`config.mk`:
```
export PLATFORM = sky130hd
export DESIGN_NAME = wpd_window_cell
export DESIGN_NICKNAME = d
export VERILOG_FILES = /design/src/rtl/core/wpd_window_cell.sv
export SDC_FILE = /design/constraint.sdc
export NUM_CORES = 1
export LEC_CHECK = 0
export ABC_AREA = 0
export BUFFER_PORTS_ARGS = -buffer_cell sky130_fd_sc_hd__buf_2
export CORE_ASPECT_RATIO = 1.75
export CORE_MARGIN = 5
export CORE_UTILIZATION = 28
export CTS_BUF_LIST = sky130_fd_sc_hd__clkbuf_8
export DETAILED_ROUTE_END_ITERATION = 8
export PLACE_DENSITY = 0.61
export SYNTH_ARGS = -nofsm -noshare
export SYNTH_HDL_FRONTEND = slang
export SYNTH_SLANG_ARGS = --single-unit
```
`constraint.sdc`:
```
create_clock -name clk -period 2.2 [get_ports clk]
set_input_delay 0.44 -clock clk [delete_from_list [all_inputs] [get_ports clk]]
set_output_delay 0.44 -clock clk [all_outputs]
set_load 0.02 [all_outputs]
```
`src/rtl/core/wpd_window_cell.sv`:
```
// one column cell of the horizontal chain: running maximum and center delay
module wpd_window_cell #(
    parameter int VALUE_BITS = 16
) (
    input  logic                  clk,
    input  logic                  en,
    input  logic [VALUE_BITS-1:0] col_max,
    input  logic [VALUE_BITS-1:0] max_in,
    input  logic [VALUE_BITS-1:0] ctr_in,
    output logic [VALUE_BITS-1:0] max_out,
    output logic [VALUE_BITS-1:0] ctr_out
);

    logic [VALUE_BITS-1:0] max_reg;
    logic [VALUE_BITS-1:0] max_next;
    logic [VALUE_BITS-1:0] ctr_reg;

    // the new column maximum joins the partial handed over by the left neighbor
    assign max_next = (max_in > col_max) ? max_in : col_max;

    always_ff @(posedge clk)
    begin
        if (en)
        begin
            max_reg <= max_next;
            ctr_reg <= ctr_in;
        end
    end

    assign max_out = max_reg;
    assign ctr_out = ctr_reg;

endmodule

```
==> Flow_metrics.wiki <==
{| class="wikitable"
! Metric !! Value
|-
| Result of the run || completed
|-
| Global routing usage on met2 || 0.2382
|-
| Max Cap Violations || 0
|-
| Top-area cell type share of the netlist area || 0.4942
|-
| Final setup TNS || 0 ps
|-
| Distinct cell type count after synthesis || 30
|-
| Fin. Hold Viols || 0
|-
| Number of DRC violations after detailed-routing iteration 0 || 51
|-
| Number of buffers added to fix hold violations after cts || 0
|-
| Core Box Area || 6807 um2
|-
| Worst-Margin Slew || 694.6 ps
|-
| Post-Route WL || 5.423 mm
|-
| Pwr Density || 564.5 nW/um2
|-
| H-Tree Level Count || 2
|-
| Max-slew headroom || 0.5369
|-
| GRT Util Overall || 0.1292
|-
| Initial cell density of the core || 0.2857
|-
| Nets@finish || 351
|-
| Number of cells produced by synthesis || 171
|-
| Overall overflow remaining after global route || 0
|-
| TritonCTS Buffers || 5
|-
| Critical path type || input port to flip-flop
|-
| Vias in the first global route || 1843
|-
| Antenna Diode Count || 0
|-
| Area leader, netlist || sky130_fd_sc_hd__edfxtp_1
|-
| Yosys warning total || 0
|-
| Root buffer selected by CTS || sky130_fd_sc_hd__clkbuf_8
|-
| Largest stage delay, worst path || 410 ps
|-
| Met1 layer usage reported by global route || 0.1372
|-
| Clock tree from TritonCTS || built
|-
| Upper clock frequency limit || 0.4657 GHz
|-
| Synth-to-Final Area Change || 48.13%
|-
| Top library cells by usage in the layout, fill and taps aside || sky130_fd_sc_hd__buf_2 (81), sky130_fd_sc_hd__buf_4 (35), sky130_fd_sc_hd__edfxtp_1 (32)
|-
| Final number of max-transition violations || 0
|-
| DRC violations left || 0
|-
| Highest-utilization routing layer at the global route stage || met2
|-
| # clock sinks || 32
|-
| Cell area after technology mapping || 1944 um2
|-
| Leakage power of the design || 0.001249 uW
|-
| Clock-pin slew reported for the worst setup and hold paths after clock tree synthesis || 60 ps
|-
| Sequential share of the synthesized area || 0.4942
|-
| Setup-violating endpoint count in the final report || 0
|-
| Required time of the critical path || 2210 ps
|-
| Overall power consumption || 1626 uW
|-
| Critical Path Slowest Stage Cell || sky130_fd_sc_hd__o311ai_0
|-
| Post-cts repair resize count || 0
|-
| Total die area || 8776 um2
|-
| Placed Cells || 362
|-
| CP startpoint kind || input port
|-
| Chain of cells forming the critical path || buf_2 > inv_1 > ha_4 > a21oi_2 > o21bai_4 > or3_1 > buf_4 > o311ai_0 > o211ai_1
|-
| RSZ-0062 raised after global routing || no
|-
| HPWL after detailed placement || 4.501 mm
|-
| Non-filler cells, final || 367
|-
| Met3 track demand over resource || 0.01664
|-
| Setup crit end kind || flip-flop
|-
| Number of antenna violations at the first check in global routing || 0
|-
| Pin count of the biggest net entering global routing || 33
|-
| Min-delay worst type || input port to flip-flop
|-
| Total of flip-flops plus latches after synthesis || 32
|-
| Share of the clock period used by the worst path || 0.9760
|-
| First-pass GRT wire length || 8.832 mm
|-
| Via Count || 1842
|-
| Routability cong. || 0.8542
|-
| Area contributors post-synth || sky130_fd_sc_hd__edfxtp_1 (49%), sky130_fd_sc_hd__ha_1 (10%), sky130_fd_sc_hd__o211ai_1 (5.8%), sky130_fd_sc_hd__nor4_1 (4.8%), sky130_fd_sc_hd__nand3_1 (4.6%)
|-
| Setup repair bufs after CTS || 0
|-
| Syn Nets || 237
|-
| Share of cells above drive strength 1 || 0.5088
|-
| Input/output buffers || 81
|-
| DRT Pass-1 Iters || 4
|-
| Via count normalized by instance count || 5.019
|-
| Longest Clk Path Bufs || 2
|-
| Synthesized area per cell || 11.37 um2
|-
| Die Wd || 72.99 um
|-
| Per-cell routed wire length || 14.78 um
|-
| Ports || 82
|-
| Smallest hold slack || 336.8 ps
|-
| Data arrival, critical path || 2160 ps
|-
| Antenna Nets Post-Route || 0
|-
| Chip height || 120.2 um
|-
| Peak supply drop || 247.1 uV
|-
| Final period demand of the worst path || 2147 ps
|-
| Count of standard-cell rows || 40
|-
| Most common library cell in the layout ignoring fill and taps || sky130_fd_sc_hd__buf_2
|-
| Largest fanout of any net on the critical path || 16
|}
-- metal layers --
metal,vias to the layer above,share of wire
met4,0,0.026
met2,75,0.58
li1,916,-
met5,-,0
met3,11,0.056
met1,840,0.34
-- stage by stage --
| step | area, um2 | worst slack, ps | util |
|---|---|---|---|
| after floorplan | 2042 | 1.332 | - |
| after global placement | 2811 | -218.5 | 0.4131 |
| after detailed placement | 2811 | -220.2 | 0.4131 |
| after CTS | 2880 | 80.11 | 0.4232 |
| after global routing | 2880 | 2.415 | 0.4232 |
| final | 2880 | 52.79 | 0.4232 |
-- critical path: cells and delay by family --
kind                       cells  cell delay, ps
adders and majority gates      1             230
AOI/OAI and AO/OA              4             790
and+or+nand+nor                1             300
buffers and inverters          3             400
-- logic make-up (layout without fill, tap and decap cells) --
| logic type | Yosys count | count (layout) | synth area share |
|---|---|---|---|
| AND/OR/NAND/NOR | 51 | 51 | 0.1641 |
| AO/OA/AOI/OAI | 43 | 43 | 0.1763 |
| flip-flops | 32 | 32 | 0.4942 |
| buffers and inverters | 29 | 141 | 0.06242 |
| adder cells (fa/ha/maj) | 16 | 16 | 0.1030 |
-- where the power goes --
group,internal [uW],switching (uW),leakage (uW)
sequential,746,13.0,0.000313
combinational,211,265,0.000900
clock,203,188,0.0000359
-- state kept, by name (all words and copies together), names as in the netlist --
| signal | count |
|---|---|
| max_out | 16 |
| ctr_out | 16 |
-- synth_stat cells --
library cell and number:
sky130_fd_sc_hd__edfxtp_1 32, sky130_fd_sc_hd__nand3_1 18, sky130_fd_sc_hd__inv_1 17, sky130_fd_sc_hd__ha_1 16, sky130_fd_sc_hd__nor4_1 15, sky130_fd_sc_hd__o211ai_1 15
sky130_fd_sc_hd__o311ai_1 10, sky130_fd_sc_hd__clkbuf_1 9, sky130_fd_sc_hd__nand2_1 7, sky130_fd_sc_hd__o311ai_0 6, sky130_fd_sc_hd__a21oi_1 4, sky130_fd_sc_hd__a21oi_2 2
sky130_fd_sc_hd__nand4_1 2, sky130_fd_sc_hd__nor2_1 2, sky130_fd_sc_hd__a21o_1 1, sky130_fd_sc_hd__and4_1 1, sky130_fd_sc_hd__buf_2 1, sky130_fd_sc_hd__buf_4 1
sky130_fd_sc_hd__buf_6 1, sky130_fd_sc_hd__nand2b_1 1, sky130_fd_sc_hd__nand4_4 1, sky130_fd_sc_hd__nor3_4 1, sky130_fd_sc_hd__nor4_4 1, sky130_fd_sc_hd__nor4b_1 1
sky130_fd_sc_hd__o21a_1 1, sky130_fd_sc_hd__o21ai_0 1, sky130_fd_sc_hd__o21ai_1 1, sky130_fd_sc_hd__o21ai_2 1, sky130_fd_sc_hd__o21bai_4 1, sky130_fd_sc_hd__or3_1 1
-- final cells by class --
| type | instances | area, um2 |
|---|---|---|
| flip-flops and latches | 32 | 960.9 |
| clock buffers | 5 | 68.82 |
| well taps | 84 | 105.1 |
| inverters | 17 | 66.31 |
| multi-input cells | 110 | 950.9 |
| fillers | 701 | 3926 |
| repair buffers | 119 | 728.2 |
-- worst paths after layout --
kind / cells after the start / slack [ps] / from / to
max: 9 / 50 / col_max[11] / max_out[1]$_DFFE_PP_
min: 1 / 340 / ctr_in[8] / ctr_out[8]$_DFFE_PP_
No activity file was read; power rests on OpenSTA's default activity.
