==> config.mk <==
export PLATFORM = sky130hd
export DESIGN_NAME = wpd_max_tree
export DESIGN_NICKNAME = d
export VERILOG_FILES = /design/src/rtl/core/wpd_pkg.sv /design/src/rtl/core/wpd_max_tree.sv
export SDC_FILE = /design/constraint.sdc
export NUM_CORES = 1
export LEC_CHECK = 0
export BUFFER_PORTS_ARGS = -buffer_cell sky130_fd_sc_hd__buf_4
export CORE_AREA = 10 10 217 199
export CTS_CLUSTER_SIZE = 20
export DETAILED_ROUTE_END_ITERATION = 10
export DIE_AREA = 0 0 227 209
export PLACE_DENSITY = 0.69
export SYNTH_ARGS = -nofsm -noshare
export SYNTH_HDL_FRONTEND = slang
export SYNTH_SLANG_ARGS = --single-unit
==> constraint.sdc <==
create_clock -name clk -period 3.2 [get_ports clk]
set_clock_uncertainty 0.15 [all_clocks]
set_input_delay 0 -clock clk [delete_from_list [all_inputs] [get_ports clk]]
set_output_delay 0 -clock clk [all_outputs]
set_load 0.05 [all_outputs]
==> src/rtl/core/wpd_pkg.sv <==
// shared constants and types of the window peak detector
package wpd_pkg;

    localparam int SAMPLE_BITS       = 16;
    localparam int COORD_BITS        = 9;
    localparam int PEAK_INDEX_BITS   = 18;
    localparam int FRAME_DIM_BITS    = 10;
    localparam int THRESHOLD_BITS    = 16;
    localparam int HALF_WINDOW_BITS  = 3;
    localparam int CFG_INDEX_BITS    = 2;
    localparam int CFG_DATA_BITS     = 16;
    localparam int FRAME_DIM_RESET   = 512;
    localparam int HALF_WINDOW_RESET = 4;

    typedef enum logic [CFG_INDEX_BITS-1:0] {
        REG_FRAME_WIDTH  = 2'd0,
        REG_FRAME_HEIGHT = 2'd1,
        REG_PEAK_THRESH  = 2'd2,
        REG_HALF_WINDOW  = 2'd3
    } cfg_reg_t;

    // per-sample control that travels alongside the window data
    typedef struct packed {
        logic                  qualify;
        logic                  frame_last;
        logic [COORD_BITS-1:0] ccol;
        logic [COORD_BITS-1:0] crow;
    } meta_t;

endpackage

==> src/rtl/core/wpd_max_tree.sv <==
// pipelined maximum over one column of the window, one register per tree level
module wpd_max_tree import wpd_pkg::*; #(
    parameter int VALUE_BITS = 16,
    parameter int LEAVES     = 9,
    localparam int LEVELS    = (LEAVES > 1) ? $clog2(LEAVES) : 0,
    localparam int NP        = 1 << LEVELS
) (
    input  logic                             clk,
    input  logic                             rst_n,
    input  logic                             en,
    input  logic                             in_valid,
    input  meta_t                            in_meta,
    input  logic [VALUE_BITS-1:0]            in_center,
    input  logic [LEAVES-1:0][VALUE_BITS-1:0] in_leaf,
    output logic                             out_valid,
    output meta_t                            out_meta,
    output logic [VALUE_BITS-1:0]            out_center,
    output logic [VALUE_BITS-1:0]            out_max
);

    generate
        if (LEVELS == 0)
        begin : g_single
            assign out_valid  = in_valid;
            assign out_meta   = in_meta;
            assign out_center = in_center;
            assign out_max    = in_leaf[0];
        end
        else
        begin : g_tree
            logic [NP-1:0][VALUE_BITS-1:0] leaf;
            logic [VALUE_BITS-1:0]         node_reg [1:LEVELS][0:NP/2-1];
            logic [LEVELS:1]               valid_reg;
            meta_t                         meta_reg [1:LEVELS];
            logic [VALUE_BITS-1:0]         center_reg [1:LEVELS];

            // missing leaves are zero, which never wins against a sample
            always_comb
            begin
                leaf = '0;
                for (int i = 0; i < LEAVES; i++)
                begin
                    leaf[i] = in_leaf[i];
                end
            end

            always_ff @(posedge clk or negedge rst_n)
            begin
                if (!rst_n)
                begin
                    valid_reg <= '0;
                end
                else if (en)
                begin
                    for (int l = LEVELS; l > 1; l--)
                    begin
                        valid_reg[l] <= valid_reg[l-1];
                    end
                    valid_reg[1] <= in_valid;
                end
            end

            always_ff @(posedge clk)
            begin
                if (en)
                begin
                    for (int i = 0; i < NP / 2; i++)
                    begin
                        node_reg[1][i] <= (leaf[2*i] > leaf[2*i+1]) ? leaf[2*i] : leaf[2*i+1];
                    end
                    for (int l = 2; l <= LEVELS; l++)
                    begin
                        for (int i = 0; i < (NP >> l); i++)
                        begin
                            node_reg[l][i] <= (node_reg[l-1][2*i] > node_reg[l-1][2*i+1]) ?
                                              node_reg[l-1][2*i] : node_reg[l-1][2*i+1];
                        end
                    end
                    meta_reg[1]   <= in_meta;
                    center_reg[1] <= in_center;
                    for (int l = 2; l <= LEVELS; l++)
                    begin
                        meta_reg[l]   <= meta_reg[l-1];
                        center_reg[l] <= center_reg[l-1];
                    end
                end
            end

            assign out_valid  = valid_reg[LEVELS];
            assign out_meta   = meta_reg[LEVELS];
            assign out_center = center_reg[LEVELS];
            assign out_max    = node_reg[LEVELS][0];
        end
    endgenerate

endmodule

==> results_dict.tcl, run 1 <==
set metrics [dict create \
    status "complete, no violations" \
    regToRegEndpoint "g_tree.node_reg[0][395]$_DFFE_PP_" \
    rows 69 \
    slew_headroom_pct 17.8 \
    fmax_mhz 325 \
    cts_max_level 2 \
    antenna_left 0 \
    hold_path_depth 2 \
    syn-num-nets 1727 \
    die_x_um 227 \
    power_density_nw_per_um2 556 \
    die_y_um 209 \
    leakagePower_nw 8.71 \
    yosys_warnings 0 \
    numCtsBuffers 35 \
    crit_type "input port to flip-flop" \
    syn_inst 1415 \
    fin_crit_ns 3.08 \
    drtIter0Drc 1176 \
    rr_startpoint "g_tree.node_reg[0][319]$_DFFE_PP_" \
    layout-drive-gt1-share_pct 21.2 \
    p_clk_share_pct 32.6 \
    swShare_pct 27.2 \
    cts_buffer_depth 3 \
    gp_congestion 0.886 \
    avgSynthCellArea_um2 12.1 \
    instances_no_fill 2254 \
    routedLengthMet1_um 17900 \
    intPower_w 0.00887 \
    ys_seq_area_share_pct 56.7 \
    tightest_slew_ns 1.22 \
    routed-wl-met2_um 20700 \
    io-pin-count 237 \
    hold_class "input port to flip-flop" \
    r2r_slack_ns 0.37 \
    pwr-share-comb_pct 22.4 \
    finalHoldViolCount 0 \
    switchingPower_w 0.00331 \
    vias 12600 \
    post-route-period-util_pct 96.1 \
    finalWirelength_um 41500 \
    syn_to_final_growth_pct 28.2 \
    p_total_w 0.0122 \
    clkTransAtPathRegs_ns 0.06 \
    dp_hpwl_um 29000 \
    start_kind "input port" \
    via_per_inst 5.61 \
    seq_power_share_pct 45.0 \
    cp_max_fo 16 \
    nFillCells 3164 \
    grt_usage_pct 17.0 \
    coreArea_um2 38800 \
    ys_seq_elements 324 \
    grt_pass1_vias 12600 \
    antenna_found_initial 0 \
    maxSlewViolCount 0 \
    gr-total-overflow 0 \
    crit_required_ns 3.31 \
    clockRootBuffer "clkbuf_16" \
    reg2reg_depth 6 \
    top_layer "met4" \
    insertion_delay_ns 0.52 \
    final_common_cell "edfxtp_1" \
    syn-cell-area_um2 17100 \
    end_kind "flip-flop" \
    ir_drop_uv 310 \
    drc 0 \
    cts.sink_count 324 \
    wl_met3_um 2280 \
    grt_max_degree 89 \
    n_antenna_cell 0 \
    min_from "in_meta[9]" \
    setup_viol 0 \
    io_buffers 236 \
    die_area_um2 47400 \
    initial_core_util_pct 44.1 \
    nets 2046 \
    layout_common_cells "320 x edfxtp_1, 269 x buf_4, 184 x dlygate4sd3_1" \
    firstDrtPassIters 7 \
    arrival_ns 3.19 \
    holdPathEnd "g_tree.meta_reg[0][29]$_DFFE_PP_" \
    cts_tree "yes" \
    place_inst 2010 \
    grt_pass1_wl_um 66200 \
    drv_cap 0 \
    largest_register_ffs 176 \
    wl_per_cell_um 18.4 \
    synthDistinctLibCells 44 \
]
==> synthesized netlist by cell type <==
library cell,number,area [um2]
nor2_1,14,52.6
o311ai_0,93,815
a22oi_1,1,7.51
and2_1,1,6.26
a21o_1,7,52.6
or3_1,7,43.8
nor4_2,6,75.1
o211ai_1,91,683
o21ai_0,10,50.1
a2111oi_0,1,8.76
nand2b_1,6,37.5
nor3_1,1,5.00
mux2_2,26,293
o21a_1,6,45.0
buf_6,1,11.3
o41a_1,1,11.3
o21ai_1,12,60.1
buf_12,1,20.0
buf_1,2,7.51
nand2_1,53,199
edfxtp_1,320,9610
a21oi_1,46,230
buf_2,5,25.0
o311ai_1,3,26.3
nand4_1,24,150
nor4b_1,6,52.6
and3b_1,4,35.0
and4_1,2,17.5
nand4_2,1,12.5
dfrtp_1,4,100
ha_1,128,1600
nor4_1,92,576
nand3_1,109,546
mux2_4,10,150
o21bai_1,6,45.0
inv_1,136,510
a41oi_1,2,17.5
a31oi_2,1,12.5
nor3_2,6,60.1
clkbuf_1,113,424
buf_4,53,398
a21boi_0,1,7.51
a2111o_1,1,11.3
nor2b_1,2,12.5
==> per-layer routing <==
layer,GRT usage (%),up-vias
li1,-,6110
met1,21.9,6094
met4,3.70,0
met2,29.6,382
met5,0,-
met3,2.70,51
==> power by group through the flow <==
stage	Combinational, W	Clock, W	Sequential (W)
finish	0.00273	0.00397	0.00548
CTS	0.00272	0.00406	0.00549
detailed placement	0.00245	0	0.00557
floorplan	0.00178	0	0.00547
global placement	0.00237	0	0.00556
global route	0.00303	0.00423	0.00553
==> worst max-delay path by stage <==
stage                                             end  slack [ns]  cells past startpoint                              start
global placement    g_tree.node_reg[0][223]$_DFFE_PP_        0.44                      6  g_tree.node_reg[0][127]$_DFFE_PP_
global route        g_tree.node_reg[0][156]$_DFFE_PP_       -0.02                     10                        in_leaf[31]
CTS                 g_tree.node_reg[0][155]$_DFFE_PP_        0.04                      9                        in_leaf[15]
detailed placement  g_tree.node_reg[0][214]$_DFFE_PP_        0.43                      7  g_tree.node_reg[0][110]$_DFFE_PP_
finish              g_tree.node_reg[0][155]$_DFFE_PP_        0.12                     10                        in_leaf[31]
floorplan           g_tree.node_reg[0][229]$_DFFE_PP_        0.67                      8  g_tree.node_reg[0][159]$_DFFE_PP_
==> layout make-up <==
class	count	area, um2	share of cell area [%]
clock buffer	43	906	4.13
clock inverter	17	221	1.01
inverter	136	510	2.33
multi-input combinational	780	6030	27.5
sequential	324	9710	44.3
tap	497	622	2.83
timing repair buffer	457	3940	17.9
==> worst max-delay path: stages <==
cell	delay, ns
dlygate4sd3_1	0.55
buf_4	0.12
inv_1	0.06
ha_1	0.33
nand4_1	0.25
nor4_2	0.59
o21ai_2	0.36
nand3_1	0.18
o211ai_1	0.15
dlygate4sd3_1	0.60
==> through the flow <==
| stage | util [%] | setup TNS, ns | worst slack [ns] | hold slack [ns] | cell area, um2 |
|---|---|---|---|---|---|
| after floorplan | - | 0 | 0.673 | -0.446 | 17100 |
| after detailed placement | 48.9 | 0 | 0.426 | -0.353 | 18900 |
| final | 56.6 | 0 | 0.124 | 0.0370 | 21900 |
| after CTS | 56.5 | 0 | 0.0371 | 0.0144 | 21900 |
| after global routing | 56.6 | -0.0380 | -0.0182 | 0.0289 | 21900 |
| after global placement | 48.9 | 0 | 0.443 | -0.356 | 18900 |
==> logic make-up after synthesis <==
logic type               after synthesis  share of synthesized area, %
multiplexers                          36                          2.59
flip-flops                           324                          56.7
buffers and inverters                311                          8.16
AND/OR/NAND/NOR                      334                          11.0
adder cells (fa/ha/maj)              128                          9.36
AO/OA/AOI/OAI                        282                          12.2
==> repair_timing <==
action | 4_1_cts | 5_1_grt
hold buffers | 184 | 0
endpoints found under the hold margin | 197 | 0
setup buffers | 0 | 0
gates resized for setup | 0 | 6
endpoints found under the setup margin | 0 | 38
Note: power is estimated with default switching activity, not from simulation.
==> run 2: changes to the inputs <==
--- a/config.mk
+++ b/config.mk
@@ -5,12 +5,14 @@
 export SDC_FILE = /design/constraint.sdc
 export NUM_CORES = 1
 export LEC_CHECK = 0
+export ABC_AREA = 1
 export BUFFER_PORTS_ARGS = -buffer_cell sky130_fd_sc_hd__buf_4
-export CORE_AREA = 10 10 217 199
+export CORE_AREA = 10 10 208 190
 export CTS_CLUSTER_SIZE = 20
 export DETAILED_ROUTE_END_ITERATION = 10
-export DIE_AREA = 0 0 227 209
-export PLACE_DENSITY = 0.69
+export DIE_AREA = 0 0 218 200
+export PLACE_DENSITY = 0.7
+export RECOVER_POWER = 25
 export SYNTH_ARGS = -nofsm -noshare
 export SYNTH_HDL_FRONTEND = slang
 export SYNTH_SLANG_ARGS = --single-unit
==> run 2 against run 1 <==
Compared with the run above:
- combinational power shrank 12%
- maximum frequency grew 13%
- global-route usage shrank 2.0 points
- die area shrank 8.1%
- setup slack gained 0.34 ns
- core utilization grew 1.6 points
- non-clock buffer count shrank 31
- sequential share of layout area grew 3.5 points
- count of clock-buffer cells in the layout shrank 5
- final cell count shrank 0.35%
- area after synthesis shrank 8.6%
- critical path type unchanged
- highest routed layer unchanged
==> results_dict.tcl, run 2 <==
set metrics [dict create \
    crit_cells 14 \
    die_area_um2 43600 \
    syn_to_final_growth_pct 30.0 \
    ys_seq_elements 324 \
    crit_type "input port to flip-flop" \
    cts_tree "yes" \
    clkTransAtPathRegs_ns 0.06 \
    ys_seq_area_share_pct 62.1 \
    slew_headroom_pct 44.5 \
    grt_pass1_wl_um 53800 \
    syn-cell-area_um2 15600 \
    syn_inst 1413 \
    rsz0062_at_grt "false" \
    synth.most_common_cell "nand2_1" \
    tightest_slew_ns 0.833 \
    async_flop_share_pct 1.23 \
    synth_area_leader_cell "edfxtp_1" \
    antenna_found_initial 0 \
    startpoint "in_leaf[123]" \
    r2r_slack_ns 0.82 \
    post-route-period-util_pct 85.4 \
    post_cts_buffers 0 \
    cp_max_fo 17 \
    die_x_um 218 \
    die_y_um 200 \
    yosys-top-cells-area "edfxtp_1 61%, ha_1 10%, nand2_1 9.2%" \
    ir_drop_uv 311 \
    yosys_warnings 0 \
    finalHoldViolCount 0 \
    grt_max_degree 107 \
    crit_buf_inv 5 \
    numCtsBuffers 35 \
    coreArea_um2 35000 \
    rows 65 \
    start_kind "input port" \
    leakagePower_nw 9.27 \
    arrival_ns 2.84 \
    max_stage_delay_ns 0.58 \
    gr-total-overflow 0 \
    firstDrtPassIters 7 \
    setup_viol 0 \
    end_kind "flip-flop" \
    synthDistinctLibCells 22 \
    crit_end "g_tree.node_reg[0][97]$_DFFE_PP_" \
    dp_hpwl_um 24200 \
    synth_edf_count 320 \
    ys.flop_type "edfxtp_1" \
    insertion_delay_ns 0.52 \
    syn-num-nets 1725 \
    gp_congestion 0.876 \
    largest_register_ffs 176 \
    fmax_mhz 366 \
    finalWirelength_um 33300 \
    wl_per_cell_um 14.8 \
    avgSynthCellArea_um2 11.1 \
    nets 2063 \
    critical_path.top_delay_family "buffers and inverters" \
    crit_required_ns 3.31 \
    drv_cap 0 \
    drtIter0Drc 637 \
    layout_common_cells "385 x nand2_1, 320 x edfxtp_1, 184 x dlygate4sd3_1, 184 x buf_4, 165 x inv_1" \
    hold_class "input port to flip-flop" \
    yosysTopAreaCellShare_pct 61.4 \
    fin_crit_ns 2.73 \
    synthTopCellsByCount "385 x nand2_1, 320 x edfxtp_1, 165 x inv_1" \
    via_per_inst 4.77 \
    crit_top_cell "nand2_1" \
    fin_tns_setup_ns 0 \
    final_common_cell "nand2_1" \
    layout-drive-gt1-share_pct 18.3 \
    initial_core_util_pct 44.7 \
    hold_path_depth 2 \
    p_total_w 0.0118 \
    maxSlewViolCount 0 \
    regToRegEndpoint "g_tree.node_reg[0][233]$_DFFE_PP_" \
    drc 0 \
    reg2reg_depth 8 \
    io_buffers 236 \
    grt_pass1_vias 10900 \
    cts_max_level 2 \
    cts_buffer_depth 3 \
    grt_usage_pct 15.0 \
    vias 10700 \
    antenna_left 0 \
    clockRootBuffer "clkbuf_16" \
    path_cells "dlygate4sd3_1 > buf_4 > inv_1 > ha_1 > nand2_1 > inv_1 > nand3_1 > nor2_1 > nand2_1 > nand2_2 > nand2_2 > nand2_1 > nand2_1 > dlygate4sd3_1" \
    n_antenna_cell 0 \
    rr_startpoint "g_tree.node_reg[0][159]$_DFFE_PP_" \
    cts.sink_count 324 \
    power_density_nw_per_um2 581 \
    critPathSlowestCell "dlygate4sd3_1" \
    io-pin-count 237 \
    status "complete, no violations" \
]
==> run 2: repair_timing <==
item / CTS / global route
hold buffers: 184 / 0
endpoints found under the hold margin: 221 / 0
gates resized for setup: 0 / 0
==> run 2: cell families after synthesis <==
family,Yosys count,synth area share [%]
AOI/OAI and AO/OA,68,2.30
adders and majority gates,128,10.2
buffers and inverters,290,8.66
DFF,324,62.1
and+or+nand+nor,603,16.7
==> run 2: power by group <==
group          switching, W  total [W]  internal (W)  leakage (nW)
clock               0.00162    0.00390       0.00228         0.542
sequential         0.000241    0.00553       0.00529          3.19
combinational       0.00141    0.00240      0.000990          5.54
total               0.00327     0.0118       0.00855          9.27
==> run 2: stage by stage <==
| stage | instances | hold slack [ns] | setup WS, ns | util [%] | area, um2 |
|---|---|---|---|---|---|
| 3_5_place_dp | 1999 | -0.352 | 0.822 | 49.7 | 17400 |
| 2_1_floorplan | 1413 | -0.446 | 1.31 | - | 15600 |
| 6_report | 2246 | 0.0761 | 0.466 | 58.1 | 20300 |
| 5_1_grt | 2246 | 0.0617 | 0.321 | 58.1 | 20300 |
| 3_3_place_gp | 1999 | -0.354 | 0.866 | 49.7 | 17400 |
| 4_1_cts | 2246 | 0.0306 | 0.568 | 58.2 | 20300 |
==> run 2: layout make-up <==
cell class,count,area (um2)
fill,2864,14600
inverter,165,619
clock buffer,38,887
tap,469,587
multi-input combinational,799,4580
sequential,324,9710
clock inverter,25,241
timing repair buffer,426,3710
==> run 2: worst register-to-register path, delay by kind of cell (launching register included) <==
family / cells / cell delay [ns]
adders and majority gates: 1 / 0.32
DFF: 1 / 0.42
and+or+nand+nor: 7 / 1.18
==> run 2: how the worst min path moves through the flow <==
stage / startpoint / to
2_1_floorplan: rst_n / g_tree.valid_reg[1]$_DFFE_PN0P_
3_3_place_gp: rst_n / g_tree.valid_reg[1]$_DFFE_PN0P_
3_5_place_dp: rst_n / g_tree.valid_reg[2]$_DFFE_PN0P_
4_1_cts: in_meta[16] / g_tree.meta_reg[0][36]$_DFFE_PP_
5_1_grt: in_leaf[142] / g_tree.node_reg[0][94]$_SDFFCE_PP0P_
6_report: in_center[8] / g_tree.center_reg[0][24]$_DFFE_PP_
==> run 2: layer usage <==
| metal | global-route usage (%) | up-vias | share of wire, % |
|---|---|---|---|
| li1 | - | 5366 | - |
| met1 | 19.0 | 4983 | 43 |
| met2 | 25.7 | 297 | 49 |
| met3 | 3.31 | 57 | 5.8 |
| met4 | 3.88 | 0 | 1.9 |
| met5 | 0 | - | 0 |
==> run 3: changes to the inputs <==
--- a/config.mk
+++ b/config.mk
@@ -7,10 +7,11 @@
 export LEC_CHECK = 0
 export ABC_AREA = 1
 export BUFFER_PORTS_ARGS = -buffer_cell sky130_fd_sc_hd__buf_4
-export CORE_AREA = 10 10 208 190
+export CORE_AREA = 2 2 200 182
 export CTS_CLUSTER_SIZE = 20
 export DETAILED_ROUTE_END_ITERATION = 10
-export DIE_AREA = 0 0 218 200
+export DIE_AREA = 0 0 202 184
+export GPL_ROUTABILITY_DRIVEN = 0
 export PLACE_DENSITY = 0.7
 export RECOVER_POWER = 25
 export SYNTH_ARGS = -nofsm -noshare
==> run 3 against run 2 <==
Compared with the run above:
- critical endpoint is now g_tree.node_reg[0][96]$_DFFE_PP_
- critical path depth did not move
- via count fell by 0.53%
- wire length fell by 5.3%
- sequential power barely moved
- worst hold slack got worse by 0.015 ns
==> results_dict.tcl, run 3 (synthesized netlist as in run 2, its figures left out) <==
set metrics [dict create \
    grt_pass1_wl_um 51600 \
    clkTransAtPathRegs_ns 0.06 \
    tightest_slew_ns 0.844 \
    die_area_um2 37200 \
    p_clk_share_pct 34.3 \
    slew_headroom_pct 43.7 \
    rows 65 \
    drc 0 \
    layout-drive-gt1-share_pct 18.5 \
    drv_cap 0 \
    critical_path.top_delay_family "buffers and inverters" \
    grt_pass1_vias 10700 \
    gr-total-overflow 0 \
    post_cts_buffers 0 \
    regToRegEndpoint "g_tree.node_reg[0][235]$_DFFE_PP_" \
    crit_top_cell "nand2_1" \
    leakagePower_nw 9.31 \
    dp_hpwl_um 22100 \
    finalWirelength_um 31500 \
    end_kind "flip-flop" \
    die_x_um 202 \
    crit_end "g_tree.node_reg[0][96]$_DFFE_PP_" \
    setup_viol 0 \
    insertion_delay_ns 0.52 \
    max_stage_delay_ns 0.56 \
    critPathSlowestCell "dlygate4sd3_1" \
    io_buffers 236 \
    path_cells "dlygate4sd3_1 > buf_4 > inv_1 > ha_1 > nand2_1 > inv_1 > nand3_1 > nor2_1 > nand2_1 > nand2_2 > nand2_2 > nand2_1 > nand2_1 > dlygate4sd3_1" \
    coreArea_um2 34900 \
    start_kind "input port" \
    hold_class "input port to flip-flop" \
    cts_max_level 2 \
    power_density_nw_per_um2 591 \
    cp_max_fo 17 \
    drtIter0Drc 493 \
    layout_common_cells "385 x nand2_1, 320 x edfxtp_1, 187 x buf_4" \
    final_common_cell "nand2_1" \
    crit_required_ns 3.31 \
    switchingPower_w 0.00328 \
    crit_type "input port to flip-flop" \
    wl_per_cell_um 14.0 \
    grt_max_degree 109 \
    cts_buffer_depth 3 \
    fin_tns_setup_ns 0 \
    swShare_pct 27.2 \
    finalHoldViolCount 0 \
    cts.sink_count 324 \
    r2r_slack_ns 0.88 \
    rsz0062_at_grt "false" \
    pwr-share-comb_pct 19.8 \
    firstDrtPassIters 4 \
    intPower_w 0.00878 \
    cts_tree "yes" \
    seq_power_share_pct 45.9 \
    hold_buffers 184 \
    ir_drop_uv 321 \
    io-pin-count 237 \
    numCtsBuffers 36 \
    arrival_ns 2.83 \
    status "complete, no violations" \
    syn_to_final_growth_pct 30.5 \
    vias 10600 \
    rr_startpoint "g_tree.node_reg[0][155]$_DFFE_PP_" \
    die_y_um 184 \
    cts_resized 0 \
    fin_crit_ns 2.72 \
    reg2reg_depth 8 \
    post-route-period-util_pct 85.1 \
    n_antenna_cell 0 \
    startpoint "in_leaf[123]" \
    antenna_found_initial 1 \
    p_total_w 0.0121 \
    grt_usage_pct 17.1 \
    initial_core_util_pct 44.8 \
    fmax_mhz 367 \
    clockRootBuffer "clkbuf_16" \
    antenna_left 0 \
    crit_buf_inv 5 \
    nets 2066 \
    via_per_inst 4.73 \
    crit_cells 14 \
    largest_register_ffs 176 \
    maxSlewViolCount 0 \
]
-- run 3: routing by layer --
metal | vias to the layer above | track usage, % | share of wire (%)
li1 | 5376 | - | -
met1 | 4929 | 22.0 | 44
met2 | 280 | 29.7 | 49
met3 | 61 | 2.82 | 4.7
met4 | 0 | 5.50 | 2.4
met5 | - | 0 | 0
-- run 3: area by class of cell --
cell class | instances | area, um2
Sequential cell | 324 | 9710
Inverter | 165 | 619
Fill cell | 2788 | 14500
Clock inverter | 24 | 287
Timing Repair Buffer | 428 | 3710
Clock buffer | 40 | 916
Multi-Input combinational cell | 799 | 4580
Tap cell | 469 | 587
-- run 3: worst register-to-register path: stages, from the launching register on --
cell      delay [ns]
edfxtp_1        0.39
ha_1            0.35
nand4_1         0.15
nor3_2          0.18
nand2_1         0.09
nand2_2         0.25
nand2_2         0.26
nand2_1         0.12
nand2_1         0.12
-- run 3: metrics by stage --
step	utilization (%)	hold WS (ns)	cells	area, um2	setup slack (ns)
floorplan	-	-0.446	1413	15600	1.31
global placement	49.8	-0.354	2001	17400	0.907
detailed placement	49.8	-0.352	2001	17400	0.872
CTS	58.5	0.0257	2249	20400	0.562
global route	58.5	0.0435	2249	20400	0.343
finish	58.5	0.0613	2249	20400	0.476
-- run 3: power by group through the flow --
stage	registers, W	clock network [W]	logic [W]
final	0.00554	0.00414	0.00239
after global routing	0.00558	0.00443	0.00271
after CTS	0.00554	0.00425	0.00239
after detailed placement	0.00563	0	0.00211
after global placement	0.00562	0	0.00203
after floorplan	0.00550	0	0.00158
-- run 3: worst min-delay path by stage --
| stage | startpoint | endpoint | slack (ns) | depth (start not counted) |
|---|---|---|---|---|
| 6_report | in_center[13] | g_tree.center_reg[0][29]$_DFFE_PP_ | 0.06 | 2 |
| 5_1_grt | in_center[13] | g_tree.center_reg[0][29]$_DFFE_PP_ | 0.04 | 2 |
| 4_1_cts | in_center[13] | g_tree.center_reg[0][29]$_DFFE_PP_ | 0.03 | 2 |
| 3_5_place_dp | rst_n | g_tree.valid_reg[4]$_DFFE_PN0P_ | -0.35 | 1 |
| 3_3_place_gp | rst_n | g_tree.valid_reg[4]$_DFFE_PN0P_ | -0.35 | 1 |
| 2_1_floorplan | rst_n | g_tree.valid_reg[1]$_DFFE_PN0P_ | -0.45 | 0 |
